[config.mk]
export PLATFORM = sky130hd
export DESIGN_NAME = binary_max_heap_queue_unit_flat
export DESIGN_NICKNAME = d
export VERILOG_FILES = /design/src/hdl/bmhq_pkg.sv /design/src/hdl/bmhq_if.sv /design/src/hdl/bmhq_store.sv /design/src/hdl/binary_max_heap_queue_unit.sv /design/src/flat_wrapper.sv
export SDC_FILE = /design/constraint.sdc
export NUM_CORES = 2
export LEC_CHECK = 0
export CAP_MARGIN = 0
export CORE_MARGIN = 2
export CORE_UTILIZATION = 56
export DETAILED_ROUTE_END_ITERATION = 16
export DONT_BUFFER_PORTS = 1
export GPL_ROUTABILITY_DRIVEN = 0
export GPL_TIMING_DRIVEN = 1
export PLACE_DENSITY = 0.78
export SLEW_MARGIN = 20
export SYNTH_ARGS = -nofsm -noshare
export SYNTH_HDL_FRONTEND = slang
export SYNTH_SLANG_ARGS = --single-unit
[constraint.sdc]
create_clock -name i_clk -period 6.75 [get_ports i_clk]
set_input_delay 1.0125 -clock i_clk [delete_from_list [all_inputs] [get_ports i_clk]]
set_output_delay 1.0125 -clock i_clk [all_outputs]
set_load 0.01 [all_outputs]
[src/hdl/bmhq_pkg.sv]
package bmhq_pkg;

    localparam int KEY_W            = 32;
    localparam int REQ_W            = 2;
    localparam int STATUS_W         = 2;
    localparam int FILL_W           = 7;
    localparam int DEFAULT_CAPACITY = 64;

    typedef enum logic [REQ_W-1:0] {
        REQ_PUSH    = 2'd0,
        REQ_POP     = 2'd1,
        REQ_REPLACE = 2'd2,
        REQ_PEEK    = 2'd3
    } t_req;

    typedef enum logic [STATUS_W-1:0] {
        ST_OK    = 2'd0,
        ST_EMPTY = 2'd1,
        ST_FULL  = 2'd2
    } t_status;

    typedef logic signed [KEY_W-1:0] t_key;

endpackage

[src/hdl/bmhq_if.sv]
interface bmhq_req_if;
    logic              valid;
    logic              ready;
    bmhq_pkg::t_req    req_type;
    bmhq_pkg::t_key    key_in;

    modport source (output valid, output req_type, output key_in, input ready);
    modport sink   (input valid, input req_type, input key_in, output ready);
endinterface

interface bmhq_rsp_if;
    logic                          valid;
    logic                          ready;
    bmhq_pkg::t_key                key_out;
    bmhq_pkg::t_status             status;
    logic [bmhq_pkg::FILL_W-1:0]   fill_count;

    modport source (output valid, output key_out, output status, output fill_count,
                    input ready);
    modport sink   (input valid, input key_out, input status, input fill_count,
                    output ready);
endinterface

[src/hdl/bmhq_store.sv]
module bmhq_store #(
    parameter int DEPTH  = bmhq_pkg::DEFAULT_CAPACITY,
    parameter int ADDR_W = $clog2(DEPTH)
) (
    input  logic                 i_clk,
    input  logic                 i_we,
    input  logic [ADDR_W-1:0]    i_wr_addr,
    input  bmhq_pkg::t_key       i_wr_data,
    input  logic [ADDR_W-1:0]    i_rd_addr_a,
    input  logic [ADDR_W-1:0]    i_rd_addr_b,
    output bmhq_pkg::t_key       o_rd_data_a,
    output bmhq_pkg::t_key       o_rd_data_b
);

    bmhq_pkg::t_key r_mem [DEPTH];
    bmhq_pkg::t_key r_rd_a;
    bmhq_pkg::t_key r_rd_b;

    always_ff @(posedge i_clk) begin
        if (i_we) begin
            r_mem[i_wr_addr] <= i_wr_data;
        end
        r_rd_a <= r_mem[i_rd_addr_a];
        r_rd_b <= r_mem[i_rd_addr_b];
    end

    assign o_rd_data_a = r_rd_a;
    assign o_rd_data_b = r_rd_b;

endmodule

[src/hdl/binary_max_heap_queue_unit.sv]
// Max-priority queue of signed Q16.16 keys held as a binary heap in one
// synchronous memory (one write port, two registered read ports).
// i_req carries one request: req_type (push, pop max, replace root, peek
// root) and key_in. o_rsp returns one response per request: key_out (root
// removed or peeked, 0 for push and errors), status (ok, empty, full) and
// fill_count (keys held afterwards, low 7 bits).
// Requests are handled one at a time; i_req.ready is high only while the
// sequencer is idle. Errors and a push onto an empty heap finish in the
// idle state at acceptance; peek passes through the root-read wait and
// root states. Each heap level takes a read wait state and a compare and
// write-back state; pop and replace first read the root the same way and
// also check the level they stop at. A new request is taken only once the
// finished response has moved into the output register.
// The response sits in an output register, so a stalled receiver does not
// stop the next request being accepted; the sequencer waits only if the
// register is still full when its next response is ready.
// Reset empties the heap at once (count to zero); memory contents are not
// cleared, and values at or beyond the count are never used.
module binary_max_heap_queue_unit #(
    parameter int CAPACITY = bmhq_pkg::DEFAULT_CAPACITY
) (
    input  logic          i_clk,
    input  logic          i_rst_n,
    bmhq_req_if.sink      i_req,
    bmhq_rsp_if.source    o_rsp
);

    localparam int IDX_W = $clog2(CAPACITY);
    localparam int CNT_W = $clog2(CAPACITY + 1);
    localparam int CHD_W = IDX_W + 2;

    typedef enum logic [2:0] {
        S_IDLE,
        S_ROOT_W,
        S_ROOT,
        S_UP_W,
        S_UP,
        S_PLACE,
        S_DOWN_W,
        S_DOWN
    } t_state;

    t_state                r_state, n_state;
    logic                  r_done, n_done;
    bmhq_pkg::t_req        r_req, n_req;
    bmhq_pkg::t_key        r_key, n_key;
    bmhq_pkg::t_key        r_result, n_result;
    bmhq_pkg::t_status     r_status, n_status;
    logic [CNT_W-1:0]      r_count, n_count;
    logic [IDX_W-1:0]      r_pos, n_pos;
    logic [IDX_W-1:0]      r_ra, n_ra;
    logic [IDX_W-1:0]      r_rb, n_rb;
    logic                  r_out_valid, n_out_valid;
    bmhq_pkg::t_key        r_key_out, n_key_out;
    bmhq_pkg::t_status     r_out_status, n_out_status;
    logic [CNT_W-1:0]      r_out_count, n_out_count;

    logic                  we;
    logic [IDX_W-1:0]      wr_addr;
    bmhq_pkg::t_key        wr_data;
    bmhq_pkg::t_key        rd_a;
    bmhq_pkg::t_key        rd_b;

    logic [IDX_W-1:0]      parent;
    logic [IDX_W-1:0]      grand;
    logic [CHD_W-1:0]      left, right, best_c;
    logic                  take_left, take_right;
    bmhq_pkg::t_key        cmp_key;
    logic                  out_free;
    logic                  accept;

    bmhq_store #(
        .DEPTH  (CAPACITY),
        .ADDR_W (IDX_W)
    ) u_store (
        .i_clk       (i_clk),
        .i_we        (we),
        .i_wr_addr   (wr_addr),
        .i_wr_data   (wr_data),
        .i_rd_addr_a (r_ra),
        .i_rd_addr_b (r_rb),
        .o_rd_data_a (rd_a),
        .o_rd_data_b (rd_b)
    );

    assign i_req.ready      = (r_state == S_IDLE) && !r_done;
    assign accept           = i_req.valid && i_req.ready;
    assign o_rsp.valid      = r_out_valid;
    assign o_rsp.key_out    = r_key_out;
    assign o_rsp.status     = r_out_status;
    assign o_rsp.fill_count = bmhq_pkg::FILL_W'(r_out_count);
    assign out_free         = !r_out_valid || o_rsp.ready;

    assign parent     = (r_pos - IDX_W'(1)) >> 1;
    assign grand      = (parent - IDX_W'(1)) >> 1;
    assign left       = (CHD_W'(r_pos) << 1) + CHD_W'(1);
    assign right      = left + CHD_W'(1);
    assign take_left  = (left < CHD_W'(r_count)) && (rd_a > r_key);
    assign cmp_key    = take_left ? rd_a : r_key;
    assign take_right = (right < CHD_W'(r_count)) && (rd_b > cmp_key);
    assign best_c     = take_right ? right : left;

    always_comb begin
        n_state      = r_state;
        n_done       = r_done;
        n_req        = r_req;
        n_key        = r_key;
        n_result     = r_result;
        n_status     = r_status;
        n_count      = r_count;
        n_pos        = r_pos;
        n_ra         = r_ra;
        n_rb         = r_rb;
        n_out_valid  = r_out_valid && !o_rsp.ready;
        n_key_out    = r_key_out;
        n_out_status = r_out_status;
        n_out_count  = r_out_count;
        we           = 1'b0;
        wr_addr      = r_pos;
        wr_data      = r_key;

        case (r_state)
            S_IDLE: begin
                if (r_done) begin
                    if (out_free) begin
                        n_out_valid  = 1'b1;
                        n_key_out    = r_result;
                        n_out_status = r_status;
                        n_out_count  = r_count;
                        n_done       = 1'b0;
                    end
                end else if (accept) begin
                    n_req    = i_req.req_type;
                    n_key    = i_req.key_in;
                    n_result = '0;
                    n_status = bmhq_pkg::ST_OK;
                    if (i_req.req_type == bmhq_pkg::REQ_PUSH) begin
                        if (r_count == CNT_W'(CAPACITY)) begin
                            n_status = bmhq_pkg::ST_FULL;
                            n_done   = 1'b1;
                        end else begin
                            n_count = r_count + CNT_W'(1);
                            n_pos   = IDX_W'(r_count);
                            if (r_count == '0) begin
                                we      = 1'b1;
                                wr_addr = '0;
                                wr_data = i_req.key_in;
                                n_done  = 1'b1;
                            end else begin
                                n_ra    = IDX_W'((r_count - CNT_W'(1)) >> 1);
                                n_state = S_UP_W;
                            end
                        end
                    end else if (r_count == '0) begin
                        n_status = bmhq_pkg::ST_EMPTY;
                        n_done   = 1'b1;
                    end else begin
                        n_ra    = '0;
                        n_rb    = IDX_W'(r_count - CNT_W'(1));
                        n_state = S_ROOT_W;
                    end
                end
            end
            S_ROOT_W: begin
                n_state = S_ROOT;
            end
            S_ROOT: begin
                n_result = rd_a;
                n_pos    = '0;
                n_ra     = IDX_W'(1);
                n_rb     = IDX_W'(2);
                case (r_req)
                    bmhq_pkg::REQ_POP: begin
                        n_count = r_count - CNT_W'(1);
                        n_key   = rd_b;
                        if (r_count == CNT_W'(1)) begin
                            n_done  = 1'b1;
                            n_state = S_IDLE;
                        end else begin
                            n_state = S_DOWN_W;
                        end
                    end
                    bmhq_pkg::REQ_REPLACE: begin
                        n_state = S_DOWN_W;
                    end
                    default: begin
                        n_done  = 1'b1;
                        n_state = S_IDLE;
                    end
                endcase
            end
            S_UP_W: begin
                n_state = S_UP;
            end
            S_UP: begin
                we = 1'b1;
                if (r_key > rd_a) begin
                    wr_data = rd_a;
                    n_pos   = parent;
                    if (parent == '0) begin
                        n_state = S_PLACE;
                    end else begin
                        n_ra    = grand;
                        n_state = S_UP_W;
                    end
                end else begin
                    n_done  = 1'b1;
                    n_state = S_IDLE;
                end
            end
            S_PLACE: begin
                we      = 1'b1;
                n_done  = 1'b1;
                n_state = S_IDLE;
            end
            S_DOWN_W: begin
                n_state = S_DOWN;
            end
            S_DOWN: begin
                we = 1'b1;
                if (take_left || take_right) begin
                    wr_data = take_right ? rd_b : rd_a;
                    n_pos   = IDX_W'(best_c);
                    n_ra    = IDX_W'((best_c << 1) + CHD_W'(1));
                    n_rb    = IDX_W'((best_c << 1) + CHD_W'(2));
                    n_state = S_DOWN_W;
                end else begin
                    n_done  = 1'b1;
                    n_state = S_IDLE;
                end
            end
            default: begin
                n_state = S_IDLE;
            end
        endcase
    end

    always_ff @(posedge i_clk) begin
        if (!i_rst_n) begin
            r_state     <= S_IDLE;
            r_done      <= 1'b0;
            r_count     <= '0;
            r_out_valid <= 1'b0;
        end else begin
            r_state     <= n_state;
            r_done      <= n_done;
            r_count     <= n_count;
            r_out_valid <= n_out_valid;
        end
        r_req        <= n_req;
        r_key        <= n_key;
        r_result     <= n_result;
        r_status     <= n_status;
        r_pos        <= n_pos;
        r_ra         <= n_ra;
        r_rb         <= n_rb;
        r_key_out    <= n_key_out;
        r_out_status <= n_out_status;
        r_out_count  <= n_out_count;
    end

    a_count_bound: assert property (@(posedge i_clk) disable iff (!i_rst_n)
        r_count <= CNT_W'(CAPACITY))
        else $error("heap count beyond capacity");

    a_count_step: assert property (@(posedge i_clk) disable iff (!i_rst_n)
        (r_count != $past(r_count)) |->
            (r_count == $past(r_count) + CNT_W'(1) ||
             r_count == $past(r_count) - CNT_W'(1)))
        else $error("heap count moved by more than one");

    a_busy_after_accept: assert property (@(posedge i_clk) disable iff (!i_rst_n)
        accept |=> !i_req.ready)
        else $error("request taken while previous one in progress");

    a_rsp_loaded: assert property (@(posedge i_clk) disable iff (!i_rst_n)
        (r_state == S_IDLE && r_done && out_free) |=> o_rsp.valid)
        else $error("finished response not presented");

endmodule

[src/flat_wrapper.sv]
// flat-port wrapper written by rule: the top's interface ports become plain ports
module binary_max_heap_queue_unit_flat 
#(
    parameter int CAPACITY = bmhq_pkg::DEFAULT_CAPACITY
)
  (i_clk, i_rst_n, i_req_valid, i_req_req_type, i_req_key_in, i_req_ready, o_rsp_valid, o_rsp_key_out, o_rsp_status, o_rsp_fill_count, o_rsp_ready);
  bmhq_req_if i_req_i ();
  bmhq_rsp_if o_rsp_i ();
  input  logic i_clk;
  input  logic i_rst_n;
  input wire logic [$bits(i_req_i.valid)-1:0] i_req_valid;
  input wire logic [$bits(i_req_i.req_type)-1:0] i_req_req_type;
  input wire logic [$bits(i_req_i.key_in)-1:0] i_req_key_in;
  output wire logic [$bits(i_req_i.ready)-1:0] i_req_ready;
  output wire logic [$bits(o_rsp_i.valid)-1:0] o_rsp_valid;
  output wire logic [$bits(o_rsp_i.key_out)-1:0] o_rsp_key_out;
  output wire logic [$bits(o_rsp_i.status)-1:0] o_rsp_status;
  output wire logic [$bits(o_rsp_i.fill_count)-1:0] o_rsp_fill_count;
  input wire logic [$bits(o_rsp_i.ready)-1:0] o_rsp_ready;
  assign i_req_i.valid = i_req_valid;
  assign i_req_i.req_type = i_req_req_type;
  assign i_req_i.key_in = i_req_key_in;
  assign i_req_ready = i_req_i.ready;
  assign o_rsp_valid = o_rsp_i.valid;
  assign o_rsp_key_out = o_rsp_i.key_out;
  assign o_rsp_status = o_rsp_i.status;
  assign o_rsp_fill_count = o_rsp_i.fill_count;
  assign o_rsp_i.ready = o_rsp_ready;
  binary_max_heap_queue_unit #(.CAPACITY(CAPACITY)) u_core (.i_clk(i_clk), .i_rst_n(i_rst_n), .i_req(i_req_i), .o_rsp(o_rsp_i));
endmodule
==> results.sh <==
export IMPL_detailedRoute_firstPassIterationCount=8
export IMPL_critical_path_required_ps=7310
export IMPL_port_buffers=0
export IMPL_fin_skew_ps=30.96
export IMPL_timing_critical_path_from_type="register"
export IMPL_final_period_utilization=0.9467
export IMPL_setup_tns_ps=0
export IMPL_hp_class="input pin to register"
export IMPL_synth_cell_area_um2=103900
export IMPL_final_max_slew_viol_count=0
export IMPL_drtAntennaViolNets=0
export IMPL_post_route_min_period_ps=6391
export IMPL_area_growth_syn_to_layout_pct=11.34
export IMPL_layout_net_count=5082
export IMPL_clock_insertion_delay_worst_skew_ps=880
export IMPL_clock_sink_count=2251
export IMPL_routed_via_count=59080
export IMPL_post_synth_top_count_cell="sky130_fd_sc_hd__edfxtp_1"
export IMPL_setup_violations_final=0
export IMPL_max_slew_worst_pin_slew_ps=1068
export IMPL_synth_area_per_cell_um2=21.35
export IMPL_clock_tree_from_tritoncts="done"
export IMPL_asyncSetResetFlopFracSynth=0
export IMPL_cts_path_max_buffers=3
export IMPL_r2r_slack_ps=360
export IMPL_vias_in_the_first_global_route=58530
export IMPL_r2r_cells=22
export IMPL_die_h_um=434.8
export IMPL_syn_inst=4868
export IMPL_cp_endpoint="u_core.u_store.r_mem[46][31]$_DFFE_PP_"
export IMPL_power_mw=50.23
export IMPL_drv_max_cap_violation_count=0
export IMPL_first_pass_grt_wire_length_mm=440.3
export IMPL_synth_top_cell_by_area="sky130_fd_sc_hd__edfxtp_1"
export IMPL_grt_ovfl_total=0
export IMPL_final_layout_size_suffix_gt1_frac=0.3863
export IMPL_vdd_ir_drop_max_v=0.0004637
export IMPL_place_detailed_instances=7224
export IMPL_ys_flop_type="sky130_fd_sc_hd__edfxtp_1"
export IMPL_ys_top_cells_by_area="sky130_fd_sc_hd__edfxtp_1, sky130_fd_sc_hd__mux4_2, sky130_fd_sc_hd__dfxtp_1"
export IMPL_ios=81
export IMPL_finalCoreUtilization=0.6259
export IMPL_rsz0062_at_grt="no"
export IMPL_area_of_the_placeable_core_um2=184800
export IMPL_synth_nets=4992
export IMPL_final_wl_mm=312.7
export IMPL_clock_tree_htree_level_count=4
export IMPL_globalRouteTotalUtil=0.3306
export IMPL_worst_setup_path_startpoint="u_core.u_store.o_rd_data_a[7]$_DFF_P_"
export IMPL_p_per_area_nw_per_um2=434.1
export IMPL_placement_rows=158
export IMPL_floorplan_die_width_um=434.8
export IMPL_r2r_end="u_core.u_store.r_mem[46][31]$_DFFE_PP_"
export IMPL_placement_cell_area_um2=108800
export IMPL_tritoncts_num_buffers=211
export IMPL_worst_slew_margin_rel=0.2860
export IMPL_synth_commonest_cells="sky130_fd_sc_hd__edfxtp_1, sky130_fd_sc_hd__mux4_2, sky130_fd_sc_hd__clkbuf_1, sky130_fd_sc_hd__nand2_1, sky130_fd_sc_hd__nor2_1"
export IMPL_maximum_frequency_from_static_timing_analysis_mhz=156.5
export IMPL_power_leakage_nw=36.42
export IMPL_fin_area_um2=115700
export IMPL_pin_count_of_the_biggest_net_entering_global_routing=129
export IMPL_yosys_cell_types_count=71
export IMPL_hold_viol_final=0
export IMPL_finalNonFillerCells=7620
export IMPL_yosys_register_bits=2251
export IMPL_ys_warn_count=0
export IMPL_drc_violations_left=0
export IMPL_critPathArrivalTime_ps=6950
export IMPL_worst_r2r_startpoint="u_core.u_store.o_rd_data_a[7]$_DFF_P_"
export IMPL_synth_edf_count=2175
export IMPL_wire_per_inst_um=41.04
export IMPL_synth_top_area_frac=0.6285
export IMPL_yosysSeqAreaShare=0.6431
export IMPL_clkSlewWorstSetupHoldPaths_ps=60
export IMPL_timing_worst_setup_path_type="register to register"
export IMPL_run_status="complete, no violations"
export IMPL_fp_dieArea_um2=189000
export IMPL_grt_antenna_before_repair=31
export IMPL_initial_utilization=0.5622
export IMPL_via_per_inst=7.753
export IMPL_dp_hpwl_mm=172.7
export IMPL_path_max_fanout=64
export IMPL_clk_root_buffer_cell="sky130_fd_sc_hd__clkbuf_16"
export IMPL_end_kind="register"
export IMPL_detail_route_iter0_violations=10110
==> flip-flops by register name, summed over array words and instances, names as in the netlist, 7 cells and up <==
register,cells
u_core.u_store.o_rd_data_a,32
u_core.u_store.o_rd_data_b,32
u_core.o_rsp.fill_count,7
u_core.r_result,32
u_core.u_store.r_mem,2048
u_core.r_count,7
u_core.o_rsp.key_out,32
u_core.r_key,32
==> stage by stage <==
stage	hold slack [ps]	setup WS, ps
2_1_floorplan	400.3	606.9
3_3_place_gp	402.2	229.0
3_5_place_dp	404.5	99.30
4_1_cts	207.3	82.67
5_1_grt	222.1	14.59
6_report	245.9	359.5
==> power breakdown <==
part | switching, mW | internal (mW) | total (mW)
registers | 0.654 | 18.2 | 18.9
logic | 11.4 | 8.07 | 19.4
clock network | 5.28 | 6.64 | 11.9
total | 17.3 | 32.9 | 50.2
==> worst max-delay path: stages (launching register included) <==
cell                       delay, ps
sky130_fd_sc_hd__dfxtp_1         340
sky130_fd_sc_hd__inv_1           140
sky130_fd_sc_hd__ha_1            360
sky130_fd_sc_hd__a21oi_1         130
sky130_fd_sc_hd__o21ai_1         100
sky130_fd_sc_hd__a221oi_2        380
sky130_fd_sc_hd__o211ai_2        140
sky130_fd_sc_hd__o31a_1          320
sky130_fd_sc_hd__or4_2           680
sky130_fd_sc_hd__buf_12          230
sky130_fd_sc_hd__mux2i_1         260
sky130_fd_sc_hd__ha_1            310
sky130_fd_sc_hd__a21oi_1         140
sky130_fd_sc_hd__o21ai_0         130
sky130_fd_sc_hd__a221oi_1        310
sky130_fd_sc_hd__o211ai_1        160
sky130_fd_sc_hd__or4_1           510
sky130_fd_sc_hd__nand2_1         210
sky130_fd_sc_hd__inv_4           140
sky130_fd_sc_hd__a32o_2          370
sky130_fd_sc_hd__o21ai_1         140
sky130_fd_sc_hd__nand2_1         200
sky130_fd_sc_hd__buf_8           270
==> logic make-up after synthesis <==
kind of cell,synth area share
AO/OA/AOI/OAI,0.01560
XOR/XNOR,0.001770
adder cells (fa/ha/maj),0.01035
buffers and inverters,0.01519
flip-flops,0.6431
multiplexers,0.2938
AND/OR/NAND/NOR,0.02014
==> layout make-up <==
| class | instances | area [um2] |
|---|---|---|
| repair buffers | 231 | 2673 |
| clock buffers | 261 | 5600 |
| fillers | 11780 | 69140 |
| inverters | 53 | 201.4 |
| multi-input cells | 2210 | 36050 |
| flip-flops and latches | 2251 | 66830 |
| well taps | 2480 | 3103 |
| diodes | 7 | 17.52 |
| clock inverters | 127 | 1215 |
==> layout by cell type (no fill, tap or decap), types with 49 or more instances in the layout <==
| master | synthesis | routed |
|---|---|---|
| sky130_fd_sc_hd__mux4_2 | 1327 | 1327 |
| sky130_fd_sc_hd__dfxtp_1 | 76 | 76 |
| sky130_fd_sc_hd__nand2_1 | 204 | 187 |
| sky130_fd_sc_hd__buf_4 | 2 | 153 |
| sky130_fd_sc_hd__nor2_4 | 0 | 63 |
| sky130_fd_sc_hd__buf_12 | 0 | 71 |
| sky130_fd_sc_hd__a21oi_1 | 51 | 51 |
| sky130_fd_sc_hd__inv_1 | 49 | 49 |
| sky130_fd_sc_hd__nor2_1 | 175 | 110 |
| sky130_fd_sc_hd__clkbuf_16 | 0 | 213 |
| sky130_fd_sc_hd__edfxtp_1 | 2175 | 2175 |
| sky130_fd_sc_hd__ha_1 | 86 | 86 |
==> layer usage <==
layer | part of all wire | global-route usage | up-vias
li1 | - | - | 21550
met1 | 0.32 | 0.4356 | 30870
met2 | 0.47 | 0.5030 | 5606
met3 | 0.16 | 0.1141 | 1032
met4 | 0.054 | 0.1496 | 22
met5 | 0.00045 | 0 | -
==> how the worst min path moves through the flow <==
stage,startpoint,endpoint,cells after the start
floorplan,u_core.r_result[0]$_SDFFCE_PN0P_,u_core.o_rsp.key_out[0]$_DFFE_PP_,0
global placement,u_core.r_result[3]$_SDFFCE_PN0P_,u_core.o_rsp.key_out[3]$_DFFE_PP_,0
detailed placement,u_core.r_result[13]$_SDFFCE_PN0P_,u_core.o_rsp.key_out[13]$_DFFE_PP_,0
CTS,i_req_req_type[0],u_core.r_req[0]$_DFFE_PP_,0
global route,i_req_req_type[0],u_core.r_req[0]$_DFFE_PP_,0
finish,i_req_req_type[0],u_core.r_req[0]$_DFFE_PP_,0
==> repair_timing <==
action | 4_1_cts | 5_1_grt
setup buffers | 0 | 0
endpoints found under the setup margin | 0 | 894
hold buffers | 0 | 0
resized for setup | 0 | 15
No activity file was read; power rests on OpenSTA's default activity.
